File: config.mk
export PLATFORM = sky130hd
export DESIGN_NAME = multiprecision_small_operand_alu
export DESIGN_NICKNAME = d
export VERILOG_FILES = /design/src/hdl/mpsa_pkg.sv /design/src/hdl/mpsa_unit.sv /design/src/hdl/mpsa_seq.sv /design/src/hdl/multiprecision_small_operand_alu.sv
export SDC_FILE = /design/constraint.sdc
export NUM_CORES = 1
export LEC_CHECK = 0
export ABC_AREA = 1
export BUFFER_PORTS_ARGS = -buffer_cell sky130_fd_sc_hd__buf_2
export CAP_MARGIN = 40
export CORE_ASPECT_RATIO = 0.5
export CORE_MARGIN = 8
export CORE_UTILIZATION = 65
export DETAILED_ROUTE_END_ITERATION = 6
export GPL_TIMING_DRIVEN = 0
export PLACE_DENSITY = 0.85
export SLEW_MARGIN = 10
export SYNTH_ARGS = -nofsm -noshare
export SYNTH_HDL_FRONTEND = slang
export SYNTH_SLANG_ARGS = --single-unit
export TNS_END_PERCENT = 20
File: constraint.sdc
create_clock -name clk -period 10.61 [get_ports clk]
set_clock_uncertainty 0.05 [all_clocks]
set_input_delay 0.5305 -clock clk [delete_from_list [all_inputs] [get_ports clk]]
set_output_delay 0.5305 -clock clk [all_outputs]
set_load 0.02 [all_outputs]
File: src/hdl/mpsa_pkg.sv
`timescale 1ns / 1ps
// Shared types and constants of the multiprecision small-operand ALU.
package mpsa_pkg;

  // Field widths
  localparam int OPCODE_W  = 3;
  localparam int INDEX_W   = 4;
  localparam int BYTE_W    = 8;
  localparam int OPERAND_W = 16;
  localparam int ACTIVE_W  = 5;
  localparam int MAC_W     = BYTE_W + OPERAND_W;

  // Store defaults
  localparam int DEF_MAX_DIGITS = 16;
  localparam logic [ACTIVE_W-1:0] ACTIVE_RESET = 5'd16;

  // Opcodes
  typedef enum logic [OPCODE_W-1:0] {
    OP_LOAD = 3'd0,
    OP_DIV  = 3'd1,
    OP_MUL  = 3'd2,
    OP_ADD  = 3'd3,
    OP_READ = 3'd4
  } op_t;

endpackage

File: src/hdl/mpsa_unit.sv
`timescale 1ns / 1ps
// Shared arithmetic unit: byte multiply-accumulate and one restoring divide step.
module mpsa_unit (
  input  logic [mpsa_pkg::BYTE_W-1:0]    byte_in,
  input  logic [mpsa_pkg::OPERAND_W-1:0] multiplier,
  input  logic [mpsa_pkg::OPERAND_W-1:0] carry_in,
  output logic [mpsa_pkg::MAC_W-1:0]     mac_out,
  input  logic [mpsa_pkg::OPERAND_W-1:0] rem_in,
  input  logic                           bit_in,
  input  logic [mpsa_pkg::OPERAND_W-1:0] divisor,
  output logic [mpsa_pkg::OPERAND_W-1:0] rem_out,
  output logic                           q_bit
);
  import mpsa_pkg::*;

  logic [OPERAND_W:0] trial;
  logic [OPERAND_W:0] diff;

  // byte * multiplier + carry, never exceeds 24 bits
  assign mac_out = MAC_W'(byte_in) * MAC_W'(multiplier) + MAC_W'(carry_in);

  // shift in one dividend bit, subtract the divisor where it fits
  assign trial   = {rem_in, bit_in};
  assign diff    = trial - {1'b0, divisor};
  assign q_bit   = (trial >= {1'b0, divisor});
  assign rem_out = q_bit ? diff[OPERAND_W-1:0] : trial[OPERAND_W-1:0];

endmodule

File: src/hdl/mpsa_seq.sv
`timescale 1ns / 1ps
// Sequencer and digit store: walks the active bytes through the shared unit.
module mpsa_seq #(
  parameter int MAX_DIGITS = mpsa_pkg::DEF_MAX_DIGITS
) (
  input  logic                            clk,
  input  logic                            rst,
  input  logic [mpsa_pkg::ACTIVE_W-1:0]   digits,
  input  logic                            start,
  input  logic [mpsa_pkg::OPCODE_W-1:0]   opcode,
  input  logic [mpsa_pkg::INDEX_W-1:0]    byte_index,
  input  logic [mpsa_pkg::BYTE_W-1:0]     load_byte,
  input  logic [mpsa_pkg::OPERAND_W-1:0]  operand,
  output logic                            busy,
  output logic                            done,
  output logic [mpsa_pkg::BYTE_W-1:0]     read_byte,
  output logic [mpsa_pkg::OPERAND_W-1:0]  remainder,
  output logic                            was_nonzero,
  output logic                            overflow,
  output logic                            bad_operand
);
  import mpsa_pkg::*;

  localparam int AW = (MAX_DIGITS > 1) ? $clog2(MAX_DIGITS) : 1;

  typedef enum logic [2:0] {
    S_IDLE,
    S_READ,
    S_MAC,
    S_DLOAD,
    S_DBIT
  } state_t;

  state_t               state;
  logic [OPCODE_W-1:0]  op_q;
  logic [INDEX_W-1:0]   idx_q;
  logic [OPERAND_W-1:0] opnd_q;
  logic [ACTIVE_W-1:0]  n_q;
  logic [ACTIVE_W-1:0]  pos;
  logic [2:0]           cnt;
  logic [BYTE_W-1:0]    qs;
  logic [OPERAND_W-1:0] rem;
  logic [OPERAND_W-1:0] carry;
  logic                 nz;

  // digit store
  logic [BYTE_W-1:0]     mem [MAX_DIGITS];
  logic [MAX_DIGITS-1:0] valid;
  logic [BYTE_W-1:0]     rdata;
  logic                  rvalid;
  logic                  we;
  logic [AW-1:0]         waddr;
  logic [BYTE_W-1:0]     wdata;
  logic [AW-1:0]         raddr;
  logic [BYTE_W-1:0]     byte_cur;

  // unit connections
  logic [OPERAND_W-1:0] mult;
  logic [MAC_W-1:0]     mac_out;
  logic [OPERAND_W-1:0] rem_out;
  logic                 q_bit;
  logic [BYTE_W-1:0]    q_byte;

  logic accept;
  logic idx_in_store;
  logic idx_q_in_store;
  logic last_digit;

  assign busy           = (state != S_IDLE);
  assign accept         = start && (state == S_IDLE);
  assign idx_in_store   = (32'(byte_index) < MAX_DIGITS);
  assign idx_q_in_store = (32'(idx_q) < MAX_DIGITS);
  assign byte_cur       = rvalid ? rdata : '0;
  assign mult           = (op_q == OP_ADD) ? OPERAND_W'(1) : opnd_q;
  assign q_byte         = {qs[BYTE_W-2:0], q_bit};
  assign last_digit     = (pos == n_q - ACTIVE_W'(1));

  mpsa_unit u_unit (
    .byte_in    (byte_cur),
    .multiplier (mult),
    .carry_in   (carry),
    .mac_out    (mac_out),
    .rem_in     (rem),
    .bit_in     (qs[BYTE_W-1]),
    .divisor    (opnd_q),
    .rem_out    (rem_out),
    .q_bit      (q_bit)
  );

  // store write port
  always_comb begin
    we    = 1'b0;
    waddr = AW'(pos);
    wdata = mac_out[BYTE_W-1:0];
    unique case (state)
      S_IDLE: begin
        we    = accept && (opcode == OP_LOAD) && idx_in_store;
        waddr = AW'(byte_index);
        wdata = load_byte;
      end
      S_MAC: begin
        we = 1'b1;
      end
      S_DBIT: begin
        we    = (cnt == 3'd7);
        wdata = q_byte;
      end
      default: begin
        we = 1'b0;
      end
    endcase
  end

  // store read address, presented in the cycle before the byte that is needed
  always_comb begin
    unique case (state)
      S_IDLE: begin
        if (opcode == OP_DIV) begin
          raddr = '0;
        end else if (opcode == OP_READ) begin
          raddr = AW'(byte_index);
        end else begin
          raddr = AW'(digits - ACTIVE_W'(1));
        end
      end
      S_MAC:   raddr = AW'(pos - ACTIVE_W'(1));
      S_DBIT:  raddr = AW'(pos + ACTIVE_W'(1));
      default: raddr = AW'(pos);
    endcase
  end

  // memory array with registered read
  always_ff @(posedge clk) begin
    if (we) begin
      mem[waddr] <= wdata;
    end
    rdata  <= mem[raddr];
    rvalid <= valid[raddr];
  end

  // per-byte valid bits stand in for the all-zero reset of the store
  always_ff @(posedge clk) begin
    if (rst) begin
      valid <= '0;
    end else if (we) begin
      valid[waddr] <= 1'b1;
    end
  end

  // sequencer
  always_ff @(posedge clk) begin
    if (rst) begin
      state <= S_IDLE;
      done  <= 1'b0;
    end else begin
      done <= 1'b0;
      unique case (state)
        S_IDLE: begin
          if (accept) begin
            op_q        <= opcode;
            idx_q       <= byte_index;
            opnd_q      <= operand;
            n_q         <= digits;
            read_byte   <= '0;
            remainder   <= '0;
            was_nonzero <= 1'b0;
            overflow    <= 1'b0;
            bad_operand <= 1'b0;
            unique case (opcode)
              OP_READ: begin
                state <= S_READ;
              end
              OP_DIV: begin
                if (operand == '0) begin
                  bad_operand <= 1'b1;
                  done        <= 1'b1;
                end else if (digits == '0) begin
                  done <= 1'b1;
                end else begin
                  pos   <= '0;
                  rem   <= '0;
                  nz    <= 1'b0;
                  state <= S_DLOAD;
                end
              end
              OP_MUL, OP_ADD: begin
                if (digits == '0) begin
                  overflow <= (opcode == OP_ADD) && (operand != '0);
                  done     <= 1'b1;
                end else begin
                  pos   <= digits - ACTIVE_W'(1);
                  carry <= (opcode == OP_ADD) ? operand : '0;
                  state <= S_MAC;
                end
              end
              default: begin
                done <= 1'b1;
              end
            endcase
          end
        end
        S_READ: begin
          read_byte <= idx_q_in_store ? byte_cur : '0;
          done      <= 1'b1;
          state     <= S_IDLE;
        end
        S_MAC: begin
          carry <= mac_out[MAC_W-1:BYTE_W];
          if (pos == '0) begin
            overflow <= (mac_out[MAC_W-1:BYTE_W] != '0);
            done     <= 1'b1;
            state    <= S_IDLE;
          end else begin
            pos <= pos - ACTIVE_W'(1);
          end
        end
        S_DLOAD: begin
          qs    <= byte_cur;
          nz    <= nz || (byte_cur != '0);
          cnt   <= '0;
          state <= S_DBIT;
        end
        S_DBIT: begin
          rem <= rem_out;
          qs  <= q_byte;
          cnt <= cnt + 3'd1;
          if (cnt == 3'd7) begin
            if (last_digit) begin
              remainder   <= rem_out;
              was_nonzero <= nz;
              done        <= 1'b1;
              state       <= S_IDLE;
            end else begin
              pos   <= pos + ACTIVE_W'(1);
              state <= S_DLOAD;
            end
          end
        end
        default: begin
          state <= S_IDLE;
        end
      endcase
    end
  end

  // a multi-cycle arithmetic item keeps the block busy on the next cycle
  a_arith_busy: assert property (@(posedge clk) disable iff (rst)
    accept && (opcode == OP_MUL || opcode == OP_ADD) && (digits != '0) |=> busy)
    else $error("multiply or add did not start the byte walk");

  // a divide result never reaches its divisor
  a_rem_bound: assert property (@(posedge clk) disable iff (rst)
    done && (op_q == OP_DIV) && !bad_operand |-> (remainder < opnd_q))
    else $error("remainder not below divisor");

  // a rejected divide carries no other result
  a_bad_clean: assert property (@(posedge clk) disable iff (rst)
    done && bad_operand |-> (remainder == '0) && !was_nonzero && !overflow)
    else $error("zero divisor result not clean");

  // the divide step stays in the quotient bit state until its counter reaches the last bit
  a_cnt_div: assert property (@(posedge clk) disable iff (rst)
    (state == S_DBIT) && (cnt != 3'd7) |=> (state == S_DBIT))
    else $error("divide step left early");

endmodule

File: src/hdl/multiprecision_small_operand_alu.sv
`timescale 1ns / 1ps
// Top level: configuration register port and the multiprecision ALU sequencer.
//
// Usage: an item is transferred when start is high and busy is low; its single
// result appears on the result ports for exactly one cycle with done high, and
// the receiver cannot stall it. Load, unused opcodes, a divide by zero and any
// arithmetic with zero active digits give their result in the cycle after the
// transfer with busy staying low. A read passes through a read state that takes
// the stored byte before its result. Multiply and add walk the n active bytes
// through one shared 8x16 multiply-accumulate, one byte a cycle. Divide runs
// one restoring quotient bit a cycle, pausing for a store read state before
// each byte. The digit store is a memory with one read and one write port;
// its reset to zero takes effect at once.
module multiprecision_small_operand_alu #(
  parameter int MAX_DIGITS = mpsa_pkg::DEF_MAX_DIGITS
) (
  input  logic                            clk,
  input  logic                            rst,
  // configuration port
  input  logic                            psel,
  input  logic                            penable,
  input  logic                            pwrite,
  input  logic [2:0]                      paddr,
  input  logic [31:0]                     pwdata,
  output logic [31:0]                     prdata,
  output logic                            pready,
  // command
  input  logic                            start,
  output logic                            busy,
  input  logic [mpsa_pkg::OPCODE_W-1:0]   opcode,
  input  logic [mpsa_pkg::INDEX_W-1:0]    byte_index,
  input  logic [mpsa_pkg::BYTE_W-1:0]     load_byte,
  input  logic [mpsa_pkg::OPERAND_W-1:0]  operand,
  // result
  output logic                            done,
  output logic [mpsa_pkg::BYTE_W-1:0]     read_byte,
  output logic [mpsa_pkg::OPERAND_W-1:0]  remainder,
  output logic                            was_nonzero,
  output logic                            overflow,
  output logic                            bad_operand
);
  import mpsa_pkg::*;

  localparam logic [2:0] ADDR_ACTIVE = 3'd0;

  logic [ACTIVE_W-1:0] active_digits;
  logic [ACTIVE_W-1:0] used_digits;
  logic                cfg_write;

  assign pready    = 1'b1;
  assign cfg_write = psel && penable && pwrite && pready && (paddr == ADDR_ACTIVE);

  // active digit register
  always_ff @(posedge clk) begin
    if (rst) begin
      active_digits <= ACTIVE_RESET;
    end else if (cfg_write) begin
      active_digits <= pwdata[ACTIVE_W-1:0];
    end
  end

  // register read back
  assign prdata = (paddr == ADDR_ACTIVE) ? {{(32-ACTIVE_W){1'b0}}, active_digits} : '0;

  // digits beyond the store saturate
  assign used_digits = (32'(active_digits) > MAX_DIGITS) ? ACTIVE_W'(MAX_DIGITS)
                                                         : active_digits;

  mpsa_seq #(
    .MAX_DIGITS (MAX_DIGITS)
  ) u_seq (
    .clk         (clk),
    .rst         (rst),
    .digits      (used_digits),
    .start       (start),
    .opcode      (opcode),
    .byte_index  (byte_index),
    .load_byte   (load_byte),
    .operand     (operand),
    .busy        (busy),
    .done        (done),
    .read_byte   (read_byte),
    .remainder   (remainder),
    .was_nonzero (was_nonzero),
    .overflow    (overflow),
    .bad_operand (bad_operand)
  );

endmodule
# After elaboration in Yosys (flattened, before gate mapping)
# Memory sizes are Yosys's and may differ from the RTL's. A register that Yosys moved wholly into a read port is not among the register bits.
# Index checks and enable logic that the tools add are counted.
# word_totals
regBits	126
ramBits	128
inputBits	72
out_inout_bits	62
word_cells	172
mem_count	1
# op_classes
addsub	7
n_mul	1
magnitude_cmp	5
n_eq_ne	26
muxes	76
bitwise_logic	2
n_reduce_logical	35
# mem_list
name	depth	width	read_ports	rd_clocked_by_memory_dff	write_ports	line_no	source
u_seq.mem	16	8	1	1	1	mpsa_seq.sv:47	logic [BYTE_W-1:0] mem [MAX_DIGITS];
# ops
cell	n
16-bit 2-to-1 mux	13
16-bit case mux with 2 select lines	3
8-bit case mux with 2 select lines	3
5-bit 2-to-1 mux	9
16-bit nonzero test	2
24-bit by 16-bit adder with 24-bit output	1
8-bit by 16-bit multiplier with 24-bit output	1
1-bit 2-to-1 mux	22
3-bit 2-to-1 mux	6
17-bit by 16-bit greater-or-equal comparator with 1-bit output	1
16-bit logical NOT	1
8-bit 2-to-1 mux	2
16-bit bitwise OR	1
16-bit subtractor	1
3-bit by 2-bit equality test with 1-bit output (second input constant)	5
5-bit case mux with 3 select lines	1
5-bit by 1-bit subtractor with 5-bit output (second input constant)	3
4-bit 2-to-1 mux	3
2-bit != test (second input constant)	6
3-bit != test (second input constant)	4
3-bit case mux with 4 select lines	1
4-bit case mux with 3 select lines	1
6-bit AND reduction	2
5-bit logical NOT	2
33 further kinds	58

# Longest topological paths before layout
# Gate-level depths: netlist of the first run.
# logic_depth
depth_word	8
mapped_depth	30
mapped_depth_nobuf	29

# Modules after synthesis
# Synthesis of the first run repeated with hierarchy kept, for this count alone.
# hier_totals
hier_cells	2198
area_unflattened_um2	18342.6
# modules_own_cells
mod	instances	cells_per_inst	area_each_um2	seq_area_each_um2
mpsa_seq	1	1118	11463.5	7427.1
mpsa_unit	1	995	6321.1	0.0
multiprecision_small_operand_alu	1	85	558.0	100.1

# Worst setup path after synthesis of the first run
# No wires, ideal clock.
# synth_path
path_kind	reg-to-reg
from	register u_seq.op_q[2]
to	register u_seq.overflow (data pin)
setup_time_ns	0.253
t_arrival_ns	4.781
required_time_ns	10.307
path_slack_ns	5.526
stages_incl_launch_ff	28
n_path_buf	1
synth_period_minus_slack_ns	5.084
cell_sequence	edfxtp_1 -> nor2_1 -> clkbuf_1 -> nor2_1 -> inv_1 -> nor2_1 -> fa_1 -> inv_1 -> fa_1 -> inv_1 -> fa_1 -> inv_1 -> fa_1 -> inv_1 -> ha_1 -> nand2_1 -> nor2_1 -> inv_1 -> nor2_1 -> nand3b_1 -> nand3_1 -> nand2_1 -> nand2_1 -> nand2_1 -> nor2_1 -> nand3_1 -> nand2_1 -> nand2_1
# synth_between
elab_chain_cells	7
# synth_rtl
item	line_no	source
start, declared	mpsa_seq.sv:35	logic [OPCODE_W-1:0] op_q;
start signal, assigned	mpsa_seq.sv:160	op_q <= opcode;
3-bit by 2-bit equality test with 1-bit output	mpsa_seq.sv:74	assign mult = (op_q == OP_ADD) ? OPERAND_W'(1) : opnd_q;
16-bit 2-to-1 mux	mpsa_seq.sv:74	
8-bit by 16-bit multiplier with 24-bit output	mpsa_unit.sv:20	assign mac_out = MAC_W'(byte_in) * MAC_W'(multiplier) + MAC_W'(carry_in);
24-bit by 16-bit adder with 24-bit output	mpsa_unit.sv:20	
16-bit nonzero test	mpsa_seq.sv:210	overflow <= (mac_out[MAC_W-1:BYTE_W] != '0);
1-bit 2-to-1 mux	mpsa_seq.sv:209	if (pos == '0) begin
1-bit case mux with 2 select lines	mpsa_seq.sv:157	unique case (state)
end signal, assigned	mpsa_seq.sv:188	overflow <= (opcode == OP_ADD) && (operand != '0);
end signal, assigned	mpsa_seq.sv:210	
end, declared	mpsa_seq.sv:19	output logic overflow,
# Every way passes these cells. The select of a mux whose other input is x is not followed.
# A chain may end at the register's enable or synchronous reset.

# Final worst setup path of the first run
# Ends and elaborated chain as after synthesis.

==> results by group, run 1 <==
Routing
  • DRC viols: 4
  • Initial drt markers: around 2000
  • Initial DRT Pass Iterations: 7
  • Wirelength per Cell: approximately 19 um
  • Post-route ant nets: 0
  • Routed vias: approximately 14000
  • Post-DR vias/cell: 5.733
  • Final WL: 47290 um

GRT
  • GRT Total Usage: between 20 and 30%
  • GR Overflow Total: 0
  • Initial antenna violation count: 0
  • Global-route wire length before repair: between 70000 and 80000 um
  • Vias in the first global route: approximately 14000
  • Largest net degree at the start of global routing: 17

Placed design
  • Dpl ws: approximately 4400 ps
  • PortBufs: 78
  • Post-detail-place hpwl: 36320 um
  • Placed insts: 2463
  • Area after DPL: ~19000 um^2
  • RD Place Congestion: about 1.0

Cells and area
  • Final non-filler cell total: between 2000 and 3000
  • Final cell area excluding filler cells: 19360 um^2
  • Layout area overhead: 10.38%
  • Final core utilization: roughly three quarters
  • Fillers: roughly 2000
  • Share of post-route cells with drive strength above 1: between 10% and 20%
  • Diodes inserted: 0
  • Layout net count: 2378

STA
  • Final hold vios: 0
  • Slew @ Worst Pin: 882.8 ps
  • Hold Worst Slack: approximately 140 ps
  • Setup ws final: 4166 ps
  • Setup_tns: 0 ps
  • Slew Limit Fails: 0
  • Final setup viols: 0
  • Fin crit share: 60.73%
  • Top achievable clock speed: about 160 MHz
  • RSZ-0062 raised after global routing: no
  • Max_slew headroom: between 40% and 50%
  • Tmin final: approximately 6400 ps

Worst setup path
  • Kind of critical path: reg2reg
  • Cell family with most CP delay: adder cells
  • Critical Path Start Type: flip-flop
  • Most used cell, CP: nand2_1
  • Worst EP required: 10860 ps
  • Worst Path Buf+Inv: 4
  • R2R depth: 25
  • CP max FO: 10
  • Arrival time at the worst endpoint: roughly 6700 ps
  • CP max stage cell: fa_1
  • Levels on crit path: 25
  • Setup crit end kind: flip-flop
  • CP max stage delay: approximately 550 ps

Clock network
  • # resized after CTS: 0
  • # clock sinks: roughly 260
  • Hold-fix buffers, CTS: 0
  • CTS clk-pin slew, worst paths: 70 ps
  • Deepest clock path buffer count: 3
  • Post-CTS Setup Bufs: 0
  • Root buffer cell: clkbuf_16
  • Worst-Skew Late Latency: 560 ps
  • H-tree Lvls: 1
  • CTS tree: done
  • TritonCTS Buffers: 24

Logic synthesis
  • Post-synthesis sequential area ratio: 42.90%
  • Synth area leader: edfxtp_1
  • Seq cells post-synth: 262
  • Syn Area/Cell: ~8.8 um^2
  • Ys async rst share: 0%
  • Post-synth EDFFs: about 230
  • Share of the synthesized area in the top cell type: 39.02%
  • Ys flop type: edfxtp_1
  • Syn Inst Count: 1999
  • Post-Syn Area: ~18000 um^2
  • Area contributors post-synth: edfxtp_1 39%, fa_1 12%, nand2_1 8.9%
  • Ys Warns: 0
  • Distinct cells, synth: 50

Worst hold path
  • Hold Path Cell Cnt: 3
  • Worst min path class: in2reg

Floorplan
  • Die Y: 132.2 um
  • Boundary Pins: ~130
  • Initial Utilization: 66.24%
  • Row count: between 40 and 50
  • Die span in x: between 200 and 250 um
  • Core Footprint: around 26000 um^2
  • Die ar.: between 30000 and 40000 um^2

Power
  • Tot Pwr: between 5 and 6 mW
  • IR drop worst, VDD: 203.2 uV
  • Pwr Density: 279.2 nW/um^2
  • Static Leak: roughly 9.1 nW

Status
  • Status: complete, but fails checks
  • Failing checks: design-rule violations

Run
  • MaxCap Viol Count: 0
## tightest hold or removal path: cells and delay by family
family | cells | cell delay (ps)
AOI/OAI and AO/OA | 2 | 110
buffers and inverters | 1 | 80
## report_power, final
group          total (mW)  internal (mW)  switching [mW]  leakage [nW]
Sequential           1.29           1.27          0.0207          2.37
Clock               0.898          0.499           0.400         0.378
Combinational        3.22           1.02            2.20          6.34
## cells in the mapped netlist (all sizes together), types with 21 or more instances
cell type  number
nand3b         55
buf            59
edfxtp        228
ha             68
inv           395
clkbuf         21
fa            101
a21oi          71
nand3         175
nor2          194
nand2         423
dfxtp          34
o21ai          77
## state kept, by name (all words and copies together) (netlist names), 3 cells and up
register and cells:
u_seq.qs 8, u_seq.n_q 5, active_digits 5, u_seq.remainder 16
u_seq.cnt 3, u_seq.read_byte 8, u_seq.rdata 8, u_seq.opnd_q 16
u_seq.pos 5, u_seq.state 3, u_seq.valid 16, u_seq.mem 128
u_seq.op_q 3, u_seq.rem 16, u_seq.carry 16
## placed cells by master (no fill, tap or decap), types with 18 or more instances in the layout
| cell | instances |
|---|---|
| o21ai_0 | 64 |
| nand4_1 | 18 |
| inv_1 | 384 |
| buf_4 | 37 |
| clkbuf_16 | 24 |
| nor2_1 | 188 |
| nand3b_1 | 55 |
| ha_1 | 68 |
| dfxtp_1 | 34 |
| edfxtp_1 | 228 |
| clkbuf_1 | 25 |
| nand3_1 | 174 |
| a21oi_1 | 71 |
| nand2_1 | 416 |
| buf_2 | 93 |
| fa_1 | 101 |
| conb_1 | 28 |
## path summary, 6_finish.rpt
kind             startpoint                to  slack (ps)
min               pwdata[4]  active_digits[4]         140
min reg2reg  u_seq.valid[8]    u_seq.valid[8]         410
max reg2reg   u_seq.op_q[2]    u_seq.overflow        4170
max           u_seq.op_q[2]    u_seq.overflow        4170
## logic make-up after synthesis
family	Yosys count	share of synthesized area, %
adder cells (fa/ha/maj)	169	16.37
AO/OA/AOI/OAI	170	5.192
buffers and inverters	476	11.47
flip-flops	262	42.90
XOR/XNOR	24	1.198
other	2	0.04281
AND/OR/NAND/NOR	896	22.81
## area by class of cell
cell class	count	area, um^2	share of cell area, %
clock inverters	13	166.4	0.8593
multi-input cells	1287	8118	41.92
plain buffers	80	524.3	2.707
repair buffers	86	470.5	2.429
flip-flops and latches	262	7527	38.87
inverters	396	1489	7.689
well taps	352	440.4	2.274
clock buffers	29	629.4	3.250
## layer usage
layer  track usage [%]  routed length, um  up-vias
met1             37.07              17880     6638
met4             13.70               2370        0
li1                  -                  -     6619
met3             5.016               5146      173
met5                 0                  0        -
met2             46.98              21890      932
(Power assumes the default switching activity.)
==> inputs of run 2 (changes only) <==
--- a/config.mk
+++ b/config.mk
@@ -5,15 +5,15 @@
 export SDC_FILE = /design/constraint.sdc
 export NUM_CORES = 1
 export LEC_CHECK = 0
-export ABC_AREA = 1
+export ABC_AREA = 0
 export BUFFER_PORTS_ARGS = -buffer_cell sky130_fd_sc_hd__buf_2
 export CAP_MARGIN = 40
 export CORE_ASPECT_RATIO = 0.5
 export CORE_MARGIN = 8
-export CORE_UTILIZATION = 65
+export CORE_UTILIZATION = 61
 export DETAILED_ROUTE_END_ITERATION = 6
 export GPL_TIMING_DRIVEN = 0
-export PLACE_DENSITY = 0.85
+export PLACE_DENSITY = 0.81
 export SLEW_MARGIN = 10
 export SYNTH_ARGS = -nofsm -noshare
 export SYNTH_HDL_FRONTEND = slang
==> constraint.sdc (replaced) <==
create_clock -name clk -period 6.1 [get_ports clk]
set_clock_uncertainty 0.05 [all_clocks]
set_input_delay 0.305 -clock clk [delete_from_list [all_inputs] [get_ports clk]]
set_output_delay 0.305 -clock clk [all_outputs]
set_load 0.02 [all_outputs]
==> run 2 against run 1 <==
Effect of this change:
- the flow now finishes without violations
- count of clock-buffer cells in the layout rose by 4
- hold slack got worse by 120 ps
- area after synthesis fell by 4.1%
- final cell count fell by 17%
- combinational power fell by 68%
- final area fell by 0.24%
- critical path depth fell by 2
- synthesized cell count fell by 23%
- clock power rose by 66%
- first-iteration DRC count fell by 37%
- worst setup slack got worse by 4000 ps
- critical path type unchanged
==> results by group, run 2 <==
Floorplan
  • Row count: 43
  • Initial Utilization: 61.44%
  • Die ar.: about 33000 um^2
  • Boundary Pins: around 130
  • Die span in x: around 250 um
  • Die Y: ~130 um
  • Core Footprint: 27390 um^2

Routing
  • DRC viols: 0
  • Post-route ant nets: 0
  • Wirelength per Cell: between 20 and 25 um
  • Final WL: ~44000 um
  • Initial DRT Pass Iterations: 6
  • Post-DR vias/cell: 5.939
  • Routed vias: about 12000
  • Initial drt markers: about 1200

Cells and area
  • Most common cell after layout, fill and taps aside: edfxtp_1
  • Final non-filler cell total: approximately 2100
  • Final cell area excluding filler cells: 19320 um^2
  • Diodes inserted: 0
  • Max reg flops: between 100 and 150
  • Layout net count: slightly below 2000
  • Layout area overhead: 14.82%
  • Register name with the most flops: u_seq.mem
  • Commonest cells after routing, fill and taps aside: 228 x edfxtp_1, 186 x nor2_1, 172 x inv_1
  • Share of post-route cells with drive strength above 1: 16.46%

Worst setup path
  • Worst Path Buf+Inv: 8
  • Critical Path Start Type: flip-flop
  • CP max stage cell: fa_1
  • R2r setup slk: 190 ps
  • Cell family with most CP delay: adder cells
  • Crit-path cells: nand3b_1, buf_4, buf_8, buf_6, nand3_1, fa_1, inv_1, fa_1, fa_1, inv_1, fa_1, inv_1, ha_4, o21a_2, buf_4, a31oi_4, nand2b_1, a21oi_2, xor2_1, buf_4, and4b_1, nand4_1, o32a_1
  • Most used cell, CP: fa_1
  • Worst r2r src: u_seq.op_q[1]
  • Kind of critical path: reg2reg
  • R2R depth: 23
  • Worst EP required: ~6300 ps
  • Arrival time at the worst endpoint: roughly 6100 ps
  • R2r endpoint: u_seq.overflow
  • CP max stage delay: between 500 and 600 ps
  • CP max FO: 10
  • Setup crit end kind: flip-flop

Worst hold path
  • Hold path endpoint: u_seq.op_q[1]
  • Worst min path class: in2reg
  • Hold Path Cell Cnt: 1
  • Hold Crit Start: opcode[1]

Clock network
  • Worst-Skew Late Latency: about 550 ps
  • TritonCTS Buffers: 24
  • Root buffer cell: clkbuf_16
  • # clock sinks: 262
  • Deepest clock path buffer count: 3
  • CTS clk-pin slew, worst paths: 60 ps
  • H-tree Lvls: 1
  • CTS tree: done

Logic synthesis
  • Largest family of logic cells by synthesized area: adder cells
  • Synth Area in Simple Gates: 11.83%
  • Synth Area in XOR/XNOR: between 2 and 2.5%
  • Compound-Gate Fraction of Synth Area: under 10%
  • Mux cell area share after synthesis: about a tenth
  • Distinct cells, synth: between 70 and 80
  • Synth top cells by count: 228 x edfxtp_1, 192 x nor2_1, 172 x inv_1, 157 x mux2i_1, 101 x fa_1
  • Ys Warns: 0
  • Seq cells post-synth: 262
  • Post-Syn Area: roughly 17000 um^2
  • Synth area leader: edfxtp_1
  • Post-synthesis sequential area ratio: between 40% and 50%
  • Syn Area/Cell: around 11 um^2
  • Share of the synthesized area in the top cell type: 40.69%
  • Syn Inst Count: approximately 1500
  • Post-synth EDFFs: 228
  • Ys flop type: edfxtp_1
  • Most common cell in the netlist: edfxtp_1
  • Area contributors post-synth: edfxtp_1 41%, fa_1 12%, mux2i_1 9.3%
  • Synth Area in Adders: approximately 17%
  • Ys async rst share: 0%

STA
  • Fin crit share: a little over nine tenths
  • Final hold vios: 0
  • Top achievable clock speed: 169.1 MHz
  • Final setup viols: 0
  • Tmin final: about 5900 ps
  • Slew Limit Fails: 0
  • Max_slew headroom: approximately two fifths
  • Setup_tns: 0 ps
  • Slew @ Worst Pin: slightly above 900 ps
  • Hold Worst Slack: roughly 22 ps

Placed design
  • Post-detail-place hpwl: approximately 33000 um
  • PortBufs: 77
  • Area after DPL: 17900 um^2
  • RD Place Congestion: between 0.9 and 1
  • Placed insts: between 2000 and 2500

Power
  • Tot Pwr: 4.662 mW
  • Static Leak: approximately 8.4 nW
  • Pwr Density: between 200 and 250 nW/um^2
  • IR drop worst, VDD: approximately 240 uV

GRT
  • Largest net degree at the start of global routing: 26
  • GRT Total Usage: between 20% and 30%
  • GR Overflow Total: 0
  • Initial antenna violation count: 0
  • Global-route wire length before repair: roughly 68000 um
  • Vias in the first global route: around 13000

Status
  • Status: finished clean

Run
  • MaxCap Viol Count: 0
## run 2: repair_timing
item,in CTS,in global routing
setup endpoints to repair,10,5
gates resized for setup,42,66
setup buffers,5,4
hold endpoints to repair,23,0
hold buffers,23,0
pin swaps,3,17
## run 2: worst max path at each step
stage / from / endpoint / depth (start not counted)
CTS: u_seq.op_q[2] / u_seq.overflow / 21
global route: u_seq.op_q[1] / u_seq.overflow / 23
floorplan: u_seq.rvalid / u_seq.overflow / 21
global placement: u_seq.rvalid / u_seq.overflow / 20
detailed placement: u_seq.rvalid / u_seq.overflow / 21
finish: u_seq.op_q[1] / u_seq.overflow / 23
## run 2: logic make-up (layout without fill, tap and decap cells)
kind of cell,after synthesis,count (layout)
AOI/OAI and AO/OA,190,190
adders and majority gates,169,169
other,2,28
DFF,262,262
muxes,158,158
and+or+nand+nor,441,441
buffers and inverters,267,436
xor gates and xnor gates,41,41
## run 2: per-layer routing
layer | global-route usage, % | up-vias | routed length (um)
met5 | 0 | - | 0
met4 | 8.851 | 0 | 1759
met3 | 5.521 | 145 | 3666
met2 | 43.28 | 627 | 20990
met1 | 32.33 | 6022 | 17090
li1 | - | 5589 | -
## run 2: stage by stage
step	util [%]	setup WS, ps
6_report	70.54	188.0
5_1_grt	70.54	-49.05
4_1_cts	69.61	1.266
3_5_place_dp	65.38	-657.2
3_3_place_gp	64.85	-529.3
2_1_floorplan	-	585.0
## run 2: area by class of cell
type                            count  area [um^2]
Buffer                             92        641.9
Clock buffer                       33        674.4
Clock inverter                     10        107.6
Fill cell                        1956         8066
Inverter                          174        653.1
Multi-Input combinational cell   1027         8437
Sequential cell                   262         7535
Tap cell                          360        450.4
Timing Repair Buffer              127        819.5
## run 2: power by group
part / leakage (nW) / internal (mW) / switching [mW]
combinational: 5.62 / 0.387 / 0.639
clock: 0.388 / 0.825 / 0.668
sequential: 2.37 / 2.07 / 0.0690
